**src/rtl/yuvc_pkg.sv**
```systemverilog
// Shared constants, fixed-point coefficients and the pixel item type for the
// NV12 to RGB888 converter. No dependencies.
`default_nettype none

package yuvc_pkg;

  localparam int MAX_WIDTH      = 4096;
  localparam int COEF_FRAC_BITS = 14;

  localparam int COL_W      = $clog2(MAX_WIDTH);
  localparam int SLOT_W     = COL_W - 1;
  localparam int LINE_DEPTH = MAX_WIDTH / 2;

  localparam int LW_W     = 13;
  localparam int LW_RESET = 640;
  localparam int PIX_W    = 8;

  localparam int QUEUE_DEPTH = 4;
  localparam int QPTR_W      = $clog2(QUEUE_DEPTH);
  localparam int QCNT_W      = QPTR_W + 1;

  // coefficient = round(c * 2^F), c given in units of 1e-5
  localparam longint K_R_CR = (longint'(113983) * (longint'(1) << COEF_FRAC_BITS) + 50000) / 100000;
  localparam longint K_G_CB = (longint'(39465) * (longint'(1) << COEF_FRAC_BITS) + 50000) / 100000;
  localparam longint K_G_CR = (longint'(58060) * (longint'(1) << COEF_FRAC_BITS) + 50000) / 100000;
  localparam longint K_B_CB = (longint'(203211) * (longint'(1) << COEF_FRAC_BITS) + 50000) / 100000;

  // signed accumulator: Y scaled plus up to two products of ~F+2 bit coef by 9-bit chroma
  localparam int ACC_W = COEF_FRAC_BITS + 13;

  typedef struct packed {
    logic [PIX_W-1:0] luma;
    logic [PIX_W-1:0] cb;
    logic [PIX_W-1:0] cr;
    logic             row_end;
  } yuvc_item_t;

endpackage

`default_nettype wire

```
**src/rtl/yuvc_back.sv**
```systemverilog
// Back end: two-stage color matrix (products, then sums with clamp) feeding
// the output register. Depends on yuvc_pkg.
`default_nettype none

module yuvc_back import yuvc_pkg::*; (
  input  wire logic        clk_i,
  input  wire logic        rst_ni,
  input  wire logic        valid_i,
  input  wire yuvc_item_t  item_i,
  output logic             pop_o,
  output logic             out_valid_o,
  input  wire logic        out_ready_i,
  output logic [PIX_W-1:0] red_o,
  output logic [PIX_W-1:0] green_o,
  output logic [PIX_W-1:0] blue_o,
  output logic             row_end_o
);

  localparam logic signed [ACC_W-1:0] KR  = ACC_W'(K_R_CR);
  localparam logic signed [ACC_W-1:0] KGB = ACC_W'(K_G_CB);
  localparam logic signed [ACC_W-1:0] KGR = ACC_W'(K_G_CR);
  localparam logic signed [ACC_W-1:0] KB  = ACC_W'(K_B_CB);

  function automatic logic [PIX_W-1:0] clip(input logic signed [ACC_W-1:0] s);
    logic [PIX_W-1:0] r;
    if (s[ACC_W-1]) begin
      r = '0;
    end else if (|s[ACC_W-2:COEF_FRAC_BITS+PIX_W]) begin
      r = '1;
    end else begin
      r = s[COEF_FRAC_BITS+PIX_W-1:COEF_FRAC_BITS];
    end
    return r;
  endfunction

  logic                    s1_v_q;
  logic signed [ACC_W-1:0] ys_q, pr_q, pgb_q, pgr_q, pb_q;
  logic                    s1_end_q;
  logic                    s2_v_q;
  logic                    s1_adv;

  logic signed [ACC_W-1:0] cb_s, cr_s, ys_d, pr_d, pgb_d, pgr_d, pb_d;
  logic signed [ACC_W-1:0] sr, sg, sb;

  assign s1_adv      = s1_v_q && (!s2_v_q || out_ready_i);
  assign pop_o       = valid_i && (!s1_v_q || s1_adv);
  assign out_valid_o = s2_v_q;

  always_comb begin
    cb_s  = ACC_W'(signed'({1'b0, item_i.cb}) - 128);
    cr_s  = ACC_W'(signed'({1'b0, item_i.cr}) - 128);
    ys_d  = ACC_W'({item_i.luma, COEF_FRAC_BITS'(0)});
    pr_d  = KR * cr_s;
    pgb_d = KGB * cb_s;
    pgr_d = KGR * cr_s;
    pb_d  = KB * cb_s;
    sr    = ys_q + pr_q;
    sg    = ys_q - pgb_q - pgr_q;
    sb    = ys_q + pb_q;
  end

  always_ff @(posedge clk_i or negedge rst_ni) begin
    if (!rst_ni) begin
      s1_v_q <= 1'b0;
      s2_v_q <= 1'b0;
    end else begin
      if (pop_o) begin
        s1_v_q <= 1'b1;
      end else if (s1_adv) begin
        s1_v_q <= 1'b0;
      end
      if (s1_adv) begin
        s2_v_q <= 1'b1;
      end else if (out_ready_i) begin
        s2_v_q <= 1'b0;
      end
    end
  end

  always_ff @(posedge clk_i) begin
    if (pop_o) begin
      ys_q     <= ys_d;
      pr_q     <= pr_d;
      pgb_q    <= pgb_d;
      pgr_q    <= pgr_d;
      pb_q     <= pb_d;
      s1_end_q <= item_i.row_end;
    end
    if (s1_adv) begin
      red_o     <= clip(sr);
      green_o   <= clip(sg);
      blue_o    <= clip(sb);
      row_end_o <= s1_end_q;
    end
  end

endmodule

`default_nettype wire

```
**config.mk**
```make
export PLATFORM = sky130hd
export DESIGN_NAME = yuvc_back
export DESIGN_NICKNAME = d
export VERILOG_FILES = /design/src/rtl/yuvc_pkg.sv /design/src/rtl/yuvc_back.sv
export SDC_FILE = /design/constraint.sdc
export NUM_CORES = 1
export LEC_CHECK = 0
export BUFFER_PORTS_ARGS = -buffer_cell sky130_fd_sc_hd__buf_4
export CORE_ASPECT_RATIO = 1.5
export CORE_MARGIN = 4
export CORE_UTILIZATION = 50
export CTS_CLUSTER_DIAMETER = 60
export DETAILED_ROUTE_END_ITERATION = 10
export PLACE_DENSITY = 0.76
export SLEW_MARGIN = 10
export SYNTH_ARGS = -nofsm -noshare
export SYNTH_HDL_FRONTEND = slang
export SYNTH_SLANG_ARGS = --single-unit
```
**constraint.sdc**
```tcl
create_clock -name clk_i -period 30.4 [get_ports clk_i]
set_input_delay 9.12 -clock clk_i [delete_from_list [all_inputs] [get_ports clk_i]]
set_output_delay 9.12 -clock clk_i [all_outputs]
set_load 0.02 [all_outputs]
```
==> results.txt <==
status -> complete, no violations
Clock Latency Late Sink -> 360 ps
Final Critical Period -> 18920 ps
Min-Delay Startpoint -> s1_end_q$_DFFE_PP_
max cap viols -> 0
Crit Path Max Fanout -> 7
hold endpoint -> row_end_o$_DFFE_PP_
Worst Path Class, Setup -> in -> out
worst endpoint data arrival time -> 9800 ps
Final GP Congestion -> 0.825
Final Hold Vio Count -> 0
Yosys warnings -> 0
commonest non-fill, non-tap cell in the layout -> ha_1
Leak -> 6.56 nW
Async S/R FF share, synth -> 0.0190
clock skew -> 9.57 ps
pwr/cell area -> 61.2 nW/um^2
Fin Setup TNS -> 0 ps
Max Fclk -> 0.0529 GHz
RSZ-0062 raised after global routing -> false
Final #Nets -> 1567
Rows -> 68
# resized after CTS -> 0
Num CTS Buffers -> 9
DRC -> 0
synthesized net count -> 1500
# hold bufs at CTS -> 0
Clock power frac -> 0.151
via count -> 7695
Post-synth EDFFs -> 103
final wirelength -> 21200 um
DR iter-0 viols -> 198
Setup violations, final -> 0
Peak VDD IR -> 0.0329 mV
R2R setup slack -> 26940 ps
CTS tree -> yes
layout cell share with drive strength beyond 1 -> 0.0783
root buffer cell -> clkbuf_16
origin of the critical flop-to-flop path -> ys_q[15]$_DFFE_PP_
delay-heaviest family, CP -> buffers and inverters
post-layout util -> 0.556
Worst Path Required -> 21280 ps
Cell Area, Synth -> 11700 um^2
DP Cell Count -> 1461
Clock transition at path regs -> 70 ps
DIE WIDTH -> 133 um
syn_area_per_cell -> 10.7 um^2
Buffers & Inverters on Critical Path -> 2
crit share post-route -> 0.622
Die Y -> 195 um
post-DR vias/cell -> 5.21
first-pass GRT wire length -> 36900 um
DR WL/cell -> 14.3 um
startpoint types -> primary input
Reg2Reg Depth -> 10
Port-buffer cells -> 55
Area Overhead vs Synth -> 9.72%
Seq cells post-synth -> 105
vias in the first global route -> 8150
gr usage total -> 0.174
largest net degree at the start of global routing -> 74
ant diodes -> 0
H-tree depth -> 3
crit path cell chain -> buf_4, nor2b_1, a21boi_4, buf_4
die area -> 25900 um^2
I/O pins -> 56
hold depth -> 0
Initial Util -> 0.507
Post-synth top flop -> edfxtp_1
fin. max-slew vios -> 0
Core ar. -> 23100 um^2
sw power -> 316 uW
routed length on met3 -> 450 um
Top Layer Used -> met4
Sequential Power Share -> 0.281
CP max stage delay -> 240 ps
sw frac -> 0.403
clock tree buffer depth -> 2
met2 wire length -> 11800 um
most frequent cells in the layout -> ha_1, inv_1, edfxtp_1
met1 WL -> 8170 um
Slew HR -> 0.307
Cell Int Power -> 468 uW
CP most frequent cell -> buf_4
initial antenna violation count -> 0
Cells after Synth -> 1090
Worst Max-Slew Pin Slew -> 1040 ps
Worst setup EP type -> output port
sequential area share after synthesis -> 0.269
synth unique cells -> 54
Worst Setup SP -> out_ready_i
final std cells w/o fill -> 1477
Setup Buffers After CTS -> 0
total gr overflow -> 0
Post-DP HPWL -> 17800 um
Clock Sinks -> 105
drt pass-1 iters -> 4
post-route ant nets -> 0
CP max stage cell -> nor2b_1
fraction of power consumed by combinational cells -> 0.568
worst r2r dst -> green_o[2]$_SDFFCE_PP0P_
Min-Delay Path Class -> reg -> reg
## sequential cells by signal, summed over array words and instances, names as in the netlist
register and count:
pgr_q 23, pgb_q 21, pb_q 13, pr_q 12
blue_o 8, green_o 8, red_o 8, ys_q 8
out_valid_o 1, row_end_o 1, s1_end_q 1, s1_v_q 1
## power groups by stage
stage | clock network [mW] | registers (mW) | logic (mW)
after floorplan | 0 | 0.233 | 0.333
after global placement | 0 | 0.223 | 0.429
after detailed placement | 0 | 0.224 | 0.446
after CTS | 0.122 | 0.221 | 0.451
after global routing | 0.127 | 0.225 | 0.515
final | 0.118 | 0.221 | 0.445
## cell families (layout without fill, tap and decap cells)
kind of cell / after synthesis / in the layout / share of synthesized area
AO/OA/AOI/OAI: 160 / 160 / 0.0968
XOR/XNOR: 57 / 57 / 0.0427
adder cells (fa/ha/maj): 381 / 381 / 0.452
buffers and inverters: 224 / 296 / 0.0719
flip-flops: 105 / 105 / 0.269
AND/OR/NAND/NOR: 163 / 163 / 0.0673
## worst max-delay path by stage
stage / to / depth (start not counted)
after floorplan: pop_o / 2
after global placement: pop_o / 4
after detailed placement: pop_o / 4
after CTS: pop_o / 4
after global routing: pop_o / 4
final: pop_o / 4
## synthesized netlist by cell type (all sizes together), types with 3 or more instances
cell type / number / area, um^2
o21bai: 3 / 22.5
xor2: 18 / 158
o21ai: 37 / 196
o31ai: 4 / 30.0
and2: 5 / 31.3
nor3: 13 / 65.1
a211oi: 4 / 30.0
fa: 69 / 1380
o41ai: 5 / 70.1
nor2b: 12 / 75.1
inv: 224 / 841
a21oi: 38 / 198
a21o: 22 / 165
a31oi: 4 / 25.0
and3: 3 / 18.8
or2: 4 / 25.0
edfxtp: 103 / 3090
or3: 4 / 25.0
xnor2: 39 / 342
nor2: 53 / 199
o21a: 7 / 52.6
o211ai: 11 / 82.6
ha: 312 / 3900
nand2: 34 / 128
a21boi: 7 / 52.6
nand4: 3 / 18.8
a31o: 3 / 26.3
nand2b: 11 / 68.8
nand3: 13 / 65.1
## routing by layer
metal  up-vias  GRT usage
li1       3880          -
met1      3696      0.184
met2        79      0.343
met3        40     0.0211
met4         0     0.0678
met5         -          0
## worst register-to-register path: stages, from the launching register on
cell and delay, ps:
edfxtp_1 540, fa_1 530, ha_1 370, a21oi_1 190, nand2b_1 130, o2111a_1 280, a21oi_1 130, o41ai_1 470
nor2_1 120, o21ai_2 310, o21ai_0 140
## cell type report
| type | count | area, um^2 |
|---|---|---|
| Fill cell | 1931 | 10200 |
| Inverter | 224 | 841 |
| Tap cell | 315 | 394 |
| Sequential cell | 105 | 3140 |
| Clock inverter | 7 | 85.1 |
| Timing Repair Buffer | 56 | 420 |
| Multi-Input combinational cell | 761 | 7710 |
| Clock buffer | 9 | 225 |
## metrics by stage
stage | worst slack (ps) | total power, mW | instance area [um^2] | hold WS [ps]
4_1_cts | 11470 | 0.795 | 12800 | 445
5_1_grt | 11430 | 0.867 | 12800 | 455
3_3_place_gp | 11500 | 0.652 | 12500 | 410
6_report | 11480 | 0.784 | 12800 | 442
3_5_place_dp | 11470 | 0.671 | 12500 | 413
2_1_floorplan | 6030 | 0.566 | 11700 | 400
(Power assumes the default switching activity.)
