$ cat config.mk
export PLATFORM = sky130hd
export DESIGN_NAME = yuvc_queue
export DESIGN_NICKNAME = d
export VERILOG_FILES = /design/src/rtl/yuvc_pkg.sv /design/src/rtl/yuvc_queue.sv
export SDC_FILE = /design/constraint.sdc
export NUM_CORES = 1
export LEC_CHECK = 0
export ABC_AREA = 1
export BUFFER_PORTS_ARGS = -buffer_cell sky130_fd_sc_hd__buf_2
export CORE_MARGIN = 5
export CORE_UTILIZATION = 25
export CTS_BUF_LIST = sky130_fd_sc_hd__clkbuf_8
export DETAILED_ROUTE_END_ITERATION = 10
export GPL_TIMING_DRIVEN = 0
export PLACE_DENSITY = 0.43
export SYNTH_ARGS = -nofsm -noshare
export SYNTH_HDL_FRONTEND = slang
export SYNTH_SLANG_ARGS = --single-unit
$ cat constraint.sdc
create_clock -name clk_i -period 1.4 [get_ports clk_i]
set_input_delay 0.07 -clock clk_i [delete_from_list [all_inputs] [get_ports clk_i]]
set_output_delay 0.07 -clock clk_i [all_outputs]
set_load 0.005 [all_outputs]
$ cat src/rtl/yuvc_pkg.sv
// Shared constants, fixed-point coefficients and the pixel item type for the
// NV12 to RGB888 converter. No dependencies.
`default_nettype none

package yuvc_pkg;

  localparam int MAX_WIDTH      = 4096;
  localparam int COEF_FRAC_BITS = 14;

  localparam int COL_W      = $clog2(MAX_WIDTH);
  localparam int SLOT_W     = COL_W - 1;
  localparam int LINE_DEPTH = MAX_WIDTH / 2;

  localparam int LW_W     = 13;
  localparam int LW_RESET = 640;
  localparam int PIX_W    = 8;

  localparam int QUEUE_DEPTH = 4;
  localparam int QPTR_W      = $clog2(QUEUE_DEPTH);
  localparam int QCNT_W      = QPTR_W + 1;

  // coefficient = round(c * 2^F), c given in units of 1e-5
  localparam longint K_R_CR = (longint'(113983) * (longint'(1) << COEF_FRAC_BITS) + 50000) / 100000;
  localparam longint K_G_CB = (longint'(39465) * (longint'(1) << COEF_FRAC_BITS) + 50000) / 100000;
  localparam longint K_G_CR = (longint'(58060) * (longint'(1) << COEF_FRAC_BITS) + 50000) / 100000;
  localparam longint K_B_CB = (longint'(203211) * (longint'(1) << COEF_FRAC_BITS) + 50000) / 100000;

  // signed accumulator: Y scaled plus up to two products of ~F+2 bit coef by 9-bit chroma
  localparam int ACC_W = COEF_FRAC_BITS + 13;

  typedef struct packed {
    logic [PIX_W-1:0] luma;
    logic [PIX_W-1:0] cb;
    logic [PIX_W-1:0] cr;
    logic             row_end;
  } yuvc_item_t;

endpackage

`default_nettype wire

$ cat src/rtl/yuvc_queue.sv
// Short FIFO between front and back; reports room for one more beat counting
// the beat still in the front stage. Depends on yuvc_pkg.
`default_nettype none

module yuvc_queue import yuvc_pkg::*; (
  input  wire logic        clk_i,
  input  wire logic        rst_ni,
  input  wire logic        push_i,
  input  wire yuvc_item_t  item_i,
  output logic             room_o,
  input  wire logic        pop_i,
  output logic             valid_o,
  output yuvc_item_t       item_o
);

  yuvc_item_t        mem_q [QUEUE_DEPTH];
  logic [QPTR_W-1:0] wr_ptr_q;
  logic [QPTR_W-1:0] rd_ptr_q;
  logic [QCNT_W-1:0] count_q;
  logic [QCNT_W-1:0] count_d;

  assign valid_o = (count_q != '0);
  assign item_o  = mem_q[rd_ptr_q];
  assign room_o  = (count_q + QCNT_W'(push_i)) < QCNT_W'(QUEUE_DEPTH);

  always_comb begin
    count_d = count_q;
    if (push_i && !pop_i) begin
      count_d = count_q + QCNT_W'(1);
    end else if (!push_i && pop_i) begin
      count_d = count_q - QCNT_W'(1);
    end
  end

  always_ff @(posedge clk_i or negedge rst_ni) begin
    if (!rst_ni) begin
      wr_ptr_q <= '0;
      rd_ptr_q <= '0;
      count_q  <= '0;
    end else begin
      count_q <= count_d;
      if (push_i) begin
        wr_ptr_q <= wr_ptr_q + QPTR_W'(1);
      end
      if (pop_i) begin
        rd_ptr_q <= rd_ptr_q + QPTR_W'(1);
      end
    end
  end

  always_ff @(posedge clk_i) begin
    if (push_i) begin
      mem_q[wr_ptr_q] <= item_i;
    end
  end

endmodule

`default_nettype wire

==> results of run 1 <==
==> critical path, delay by kind of cell (launching register included) <==
kind                   cells  cell delay, ps
AOI/OAI and AO/OA          1             180
DFF                        1             410
buffers and inverters      3             450
and+or+nand+nor            1             110
==> layout by cell type, fill, tap and decap left out, drive strengths merged <==
cell,count
o21ai,1
inv,59
nand4,1
o211ai,50
nand2,89
clkinvlp,8
dlygate4sd3,27
ha,5
nand3,2
buf,98
fa,1
clkbuf,11
dfrtp,7
clkinv,3
edfxtp,100
bufinv,1
nor2,1
xnor2,1
xor2,4
==> flip-flops by register name, summed over array words and instances, names as in the netlist <==
name,count
count_q,3
mem_q,100
rd_ptr_q,2
wr_ptr_q,2
==> Yosys cell counts <==
library cell,number
sky130_fd_sc_hd__xnor2_1,1
sky130_fd_sc_hd__dfrtp_1,7
sky130_fd_sc_hd__buf_6,1
sky130_fd_sc_hd__buf_4,7
sky130_fd_sc_hd__inv_4,1
sky130_fd_sc_hd__xor2_1,4
sky130_fd_sc_hd__edfxtp_1,100
sky130_fd_sc_hd__nand3_1,2
sky130_fd_sc_hd__o21ai_0,1
sky130_fd_sc_hd__nand2_1,89
sky130_fd_sc_hd__inv_1,61
sky130_fd_sc_hd__nand4_1,1
sky130_fd_sc_hd__nor2_1,1
sky130_fd_sc_hd__fa_1,1
sky130_fd_sc_hd__ha_1,5
sky130_fd_sc_hd__buf_2,9
sky130_fd_sc_hd__o211ai_1,50
==> area by class of cell <==
cell class | count | area (sq um)
well taps | 225 | 282
plain buffers | 17 | 166
clock buffers | 9 | 124
flip-flops and latches | 107 | 3180
fillers | 1704 | 11300
clock inverters | 5 | 47.5
inverters | 62 | 260
repair inverters | 4 | 30.0
repair buffers | 110 | 897
multi-input cells | 155 | 941
==> kinds of logic (layout without fill, tap and decap cells) <==
family	count (synthesis)	in the layout	share of synthesized area
adder cells (fa/ha/maj)	6	6	0.0188
AND/OR/NAND/NOR	93	93	0.0808
buffers and inverters	79	207	0.0785
flip-flops	107	107	0.725
XOR/XNOR	5	5	0.00999
AO/OA/AOI/OAI	51	51	0.0868
==> stage by stage <==
stage	setup TNS, ps	setup WS (ps)	hold WS (ps)	std cells	utilization
floorplan	-868	-14.6	-226	341	-
global placement	-41690	-436	-75.5	621	0.288
detailed placement	-44690	-466	-77.5	621	0.288
CTS	-4920	-213	46.6	692	0.339
global route	-7810	-280	68.5	694	0.344
finish	-4590	-189	51.9	694	0.344
==> per-layer routing <==
metal  global-route usage  up-vias  wire, um
met1                0.139     1372      4830
met5                    0        -         0
met2                0.191       56      5550
met3               0.0235       16       453
li1                     -     1411         -
met4               0.0445        0       223
==> worst max-delay path by stage <==
| stage | from | end | slack, ps | cells past startpoint |
|---|---|---|---|---|
| 6_report | rd_ptr_q[0] | item_o[20] | -190 | 5 |
| 3_5_place_dp | wr_ptr_q[0] | mem_q[1][13] | -470 | 3 |
| 2_1_floorplan | wr_ptr_q[0] | mem_q[0][0] | -10 | 4 |
| 5_1_grt | rd_ptr_q[0] | item_o[10] | -280 | 5 |
| 3_3_place_gp | wr_ptr_q[0] | mem_q[0][12] | -440 | 4 |
| 4_1_cts | rd_ptr_q[0] | item_o[20] | -210 | 5 |
==> power breakdown <==
group	leakage, nW	switching [W]	internal (W)
logic	1.30	0.00278	0.00224
registers	1.00	0.000212	0.00420
clock network	0.0936	0.000990	0.000791
==> timing repair <==
item	in CTS	in global routing
resized for setup	45	13
pin swaps	10	12
cloned	6	1
endpoints found under the hold margin	109	0
hold buffers	27	0
endpoints found under the setup margin	125	125
buffers inserted	24	1
==> summary by stage, run 1 <==
Clock network
The clock tree root buffer cell is sky130_fd_sc_hd__clkbuf_8. The H-tree depth is 3. The clock tree from TritonCTS is done.

The number of sinks driven by the clock tree is 107. In this run, CTS created clock tree buffers numbering 9. After clock tree synthesis, the clock-pin slew on the worst setup and hold paths is 90 ps. The later-pin clock latency in the skew report is 370 ps. The longest clock path from root to sink contains 2 buffers.

Placement
Detailed placement ended at an HPWL of 6230 um. The count of buffers from port buffering is 55. The placed instances occupy a cell area of 4960 sq um. At the end of routability-driven placement, the weighted congestion stood at 0.734.

Worst setup path
The endpoint of the worst register-to-register path is mem_q[1][6]. The startpoint identified for the worst register-to-register timing path is wr_ptr_q[0]. The launching element type of the critical path is a register. The critical-path cell with the highest stage delay is sky130_fd_sc_hd__dfrtp_1.

The cell occurring most often along the worst timing path is sky130_fd_sc_hd__buf_6. The critical path in this run is classified as reg2out. Traced cell by cell, the critical path runs through buf_6 -> buf_6 -> o211ai_1 -> nand2_1 -> buf_2. The maximum fanout along the worst path is 10. The delay of the slowest cell on the worst path is 410 ps. Data on the critical path arrives at its endpoint at 1520 ps.

The setup check on the worst reg-to-reg path leaves a slack of -70 ps. Data on the critical path is required at its endpoint by 1330 ps. The kind of capture point of the worst setup path is a primary output.

The depth of the worst register-to-register path is 6.

Worst hold path
The class of the most critical hold timing path is in2async.

Routing
The antenna violation net count after detailed routing is 0. The post-route DRC violation count is 0. After detailed routing, the total wire length is 11,100 um.

The detail-routed via count per cell is 4.11. The first routing iteration left 148 violations. The first detailed-routing pass ran for 4 iterations. The wire length per cell after detailed routing is 15.9 um. The total number of vias is 2,855.

Finish
Summing all non-filler instances in the final layout gives an area of 5930 sq um. The share of post-route cells with drive strength above 1 is 0.281. 0 antenna diodes ended up in the layout. For this run, the post-layout net count is 501.

From synthesis to final layout, the design area changed by 35.2%.

Run status
The final reports fail on negative setup slack. The run finished, with violations left.

Global route
The first global-routing pass estimated 16,800 um of wire. The initial antenna violation count is 0. The global routing usage summed across all routing layers is 0.112.

The remaining global-route overflow is 0. The maximum number of pins on one net before global-route repair is 16. The number of global-route vias before repair is 2,937.

Die
The floorplan step set the die width to 142 um. The vertical die dimension is 142 um. The standard cell core area is 17,200 sq um. The die area is 20,300 sq um. After floorplanning, the core was divided into 48 placement rows. In this run the count of I/O pins placed on the die edge is 56. The effective utilization at floorplan is 0.254.

Timing
For the final database, setup skew stands at 9.47 ps. Setup repair after global routing could not meet its margin everywhere. The normalized max-slew margin is 0.820. The fraction of the cycle the final worst path needs is 1.14. The final max-slew violation count is 0. For the pin with the worst max-slew slack, the measured transition is 270 ps. After layout, the worst setup slack is -189 ps.

The routed design could run at a clock period as short as 1590 ps. The total count of hold-check failures in the final report is 0. The top achievable clock speed is 629 MHz.

Setup violations remaining at the end of the flow were counted as 56.

Power and ir drop
The maximum vdd ir drop is 0.555 mV. The power density of the placed cells is 1890 nW/um^2. The leakage power of the design is 2.40 nW.

The total power consumption of the routed design is 0.0112 W.

Synth
The mapped cell area is 4380 sq um. For this run, the number of Yosys warnings is 0. Synthesis produced a netlist whose cell count is 341. The number of distinct library cells after synthesis is 17. The mean cell area of the mapped netlist is 12.9 sq um. The post-synthesis sequential area ratio is 0.725.

Yosys attributes the largest share of cell area to sky130_fd_sc_hd__edfxtp_1, sky130_fd_sc_hd__o211ai_1, sky130_fd_sc_hd__nand2_1. The post-synthesis net count is 376. The synthesized design contains 107 register bits. The largest area contributor in the synthesized netlist is sky130_fd_sc_hd__edfxtp_1. The share of synthesized area in the top cell type comes to 0.685.

Job
Max-cap violations in this run came to 0.
Power figures use the tool's default switching activity.
==> run 2, diff against run 1 <==
CORE_UTILIZATION = 54   (was 25)
PLACE_DENSITY = 0.79   (was 0.43)
==> run 2 against run 1 <==
Net effect:
- the flow still finishes with violations (negative setup slack)
- non-clock buffer count fell by 6
- clock skew down 4.0 ps
- clock power increased by 4%
- flip-flop and latch count did not move
- combinational power fell by 11%
- setup slack improved by 40 ps
- largest cell class unchanged
==> summary by stage, run 2 (synthesis gave the netlist of run 1 again) <==
Clock network
In this run, CTS created clock tree buffers numbering 9. In this run the deepest clock path goes through 2 buffers. The clock tree from TritonCTS is done.

After clock tree synthesis, the clock-pin slew on the worst setup and hold paths is 90 ps. Clock tree synthesis selected as its root buffer the cell sky130_fd_sc_hd__clkbuf_8. The H-tree depth is 3. The clock net in this run drives a total of 107 sinks. The later-pin clock latency in the skew report is 360 ps.

Routing
In the routed layout, each cell is associated on average with a via count of 5.06. The routed layout has 2,871 vias. The wire length per cell after detailed routing is 16.8 um. The violation count after the first detailed-route iteration is 198. The antenna violation net count after detailed routing is 0.

After detailed routing, the number of remaining DRC violations is 0. The pre-antenna-repair detailed-routing pass consisted of 4 iterations. Wires add up to 9500 um.

Die
From left edge to right edge, the die measures 100 um. The floorplan step defined a die boundary enclosing 10,000 sq um. The vertical die dimension is 100 um.

The floorplan step defined a core boundary enclosing 7810 sq um. The number of placement rows is 32. The effective utilization at floorplan is 0.561. The number of top-level pins is 56.

Global route
In the global route stage, met3 resource usage came out at 0.0327. The initial antenna violation count came to 0. For met1 alone, demand over resource in global routing was 0.258. The remaining global-route overflow is 0. For this run, global-route usage on met2 was measured as 0.331. The number of global-route vias before repair was 2,955.

Entering global routing, the biggest net connects 19 pins. met2 is the most crowded layer. For this run, the total global-route usage over all layers was measured as 0.199. The first global-routing pass estimated 15,000 um of wire.

Finish
The commonest non-fill, non-tap cell in the layout is sky130_fd_sc_hd__edfxtp_1. Fill cells in the final layout number 497. The register name with the most flops is mem_q.

The sequential cells in the finished layout cover a total of 3180 sq um. The number of antenna diodes in the final layout is 0. The register with the most flip-flops in the layout has 100 of them. The share of post-route cells with drive strength above 1 is 0.269.

The area of all placed cells without fillers is 5610 sq um. The total area of multi-input combinational cells is 881 sq um. Measured on the finished design, the core utilization comes to 0.719.

Relative to the synthesized area, the layout overhead comes to 28.0%. The library cells used most frequently in the layout, excluding fill and tap cells, are sky130_fd_sc_hd__edfxtp_1, sky130_fd_sc_hd__nand2_1, sky130_fd_sc_hd__inv_1, sky130_fd_sc_hd__buf_2, sky130_fd_sc_hd__o211ai_1. The post-layout net count is 495. In the final layout, the registers with the most flip-flops are mem_q x100, count_q x3.

Placement
Summing all placed instances gives a cell area of 4810 sq um. The wire-length estimate of the detail-placed layout is 5210 um. The count of buffers from port buffering is 55. At the end of routability-driven placement, the weighted congestion stood at 0.751.

Run status
The run finished, with violations left. The checks that failed: negative setup slack.

Timing
The clock tree skew after final layout is 5.47 ps. The fraction of the cycle the final worst path needs is 1.11. Setup violations remaining at the end of the flow were counted as 25. The transition at the pin with the smallest max-transition slack is 206 ps.

The final max-slew violation count came to 0. The normalized max-slew margin is 0.863. Setup repair after global routing could not meet its margin everywhere. The top achievable clock speed is 645 MHz. Across all setup checks in the final design, the least slack found is -150 ps. The total count of hold-check failures in the final report is 0. Hold is met by 75.8 ps.

The shortest clock period the worst path allows after layout is 1550 ps.

Worst hold path
The min-delay analysis places its worst path in the category in2async.

Worst setup path
For the worst flop-to-flop path, the logic depth is 4. The maximum fanout along the worst path is 10. STA classifies the critical path startpoint as a register.

The source of the worst register-to-register timing path is wr_ptr_q[0]. The worst register-to-register path ends at mem_q[1][21]. The setup check on the worst reg-to-reg path leaves a slack of 30 ps. The type of the worst setup path is reg2out. The kind of capture point of the worst setup path is a primary output. The arrival time reported for the critical path endpoint is 1480 ps. The required time reported for the critical path endpoint is 1330 ps.

Tracing the worst setup path back leads to its startpoint at rd_ptr_q[1].

Power and ir drop
The power density of the placed cells is 1920 nW/um^2. The maximum vdd ir drop is 0.999 mV. The leakage power of the design is 2.33 nW.

Job
The max-capacitance violation count is 0.
run 2: changes by cell type in the layout (fill, tap and decap cells not counted), sizes merged:
cell,change
inv,+2
clkbuf,-2
buf,-4
run 2: power by group:
part	total, W	switching, W	leakage (nW)	internal, W
Combinational	0.00448	0.00253	1.23	0.00196
Sequential	0.00442	0.000217	1.00	0.00420
Clock	0.00186	0.00102	0.0997	0.000838
run 2: final cells by class:
| class | instances | share of cell area |
|---|---|---|
| multi-input cells | 155 | 0.157 |
| well taps | 102 | 0.0227 |
| repair buffers | 104 | 0.135 |
| plain buffers | 17 | 0.0323 |
| flip-flops and latches | 107 | 0.567 |
| clock inverters | 7 | 0.0129 |
| inverters | 62 | 0.0455 |
| repair inverters | 4 | 0.00535 |
| clock buffers | 9 | 0.0221 |
run 2: worst max-delay path by stage:
stage | to | slack [ps] | depth (start not counted)
after floorplan | mem_q[0][0] | -10 | 4
after global placement | mem_q[0][7] | -360 | 4
after detailed placement | mem_q[0][12] | -400 | 4
after CTS | item_o[21] | -150 | 5
after global routing | item_o[14] | -270 | 6
final | item_o[21] | -150 | 6
run 2: stage by stage:
step	total power [W]	instances	worst slack (ps)	setup TNS, ps
6_report	0.0108	567	-150	-2950
5_1_grt	0.0115	567	-268	-5480
4_1_cts	0.0107	566	-154	-3220
3_5_place_dp	0.00817	498	-400	-37190
3_3_place_gp	0.00804	498	-362	-34020
2_1_floorplan	0.00670	341	-14.6	-868
run 2: metal layers:
metal	part of all wire	vias up
met2	0.52	86
met5	0	-
met3	0.058	14
met1	0.41	1370
met4	0.018	0
li1	-	1401
run 2: what timing repair did:
item	4_1_cts	5_1_grt
pin swaps	12	12
hold endpoints to repair	109	0
setup buffers	21	1
setup endpoints to repair	125	76
gates resized for setup	29	9
hold buffers	27	0
cloned	4	0
run 2: critical path: stages, from the launching register on:
cell and delay [ps]:
sky130_fd_sc_hd__dfrtp_1 380, sky130_fd_sc_hd__buf_4 180, sky130_fd_sc_hd__inv_8 90, sky130_fd_sc_hd__buf_8 140, sky130_fd_sc_hd__o211ai_1 100, sky130_fd_sc_hd__nand2_1 100
sky130_fd_sc_hd__buf_2 120
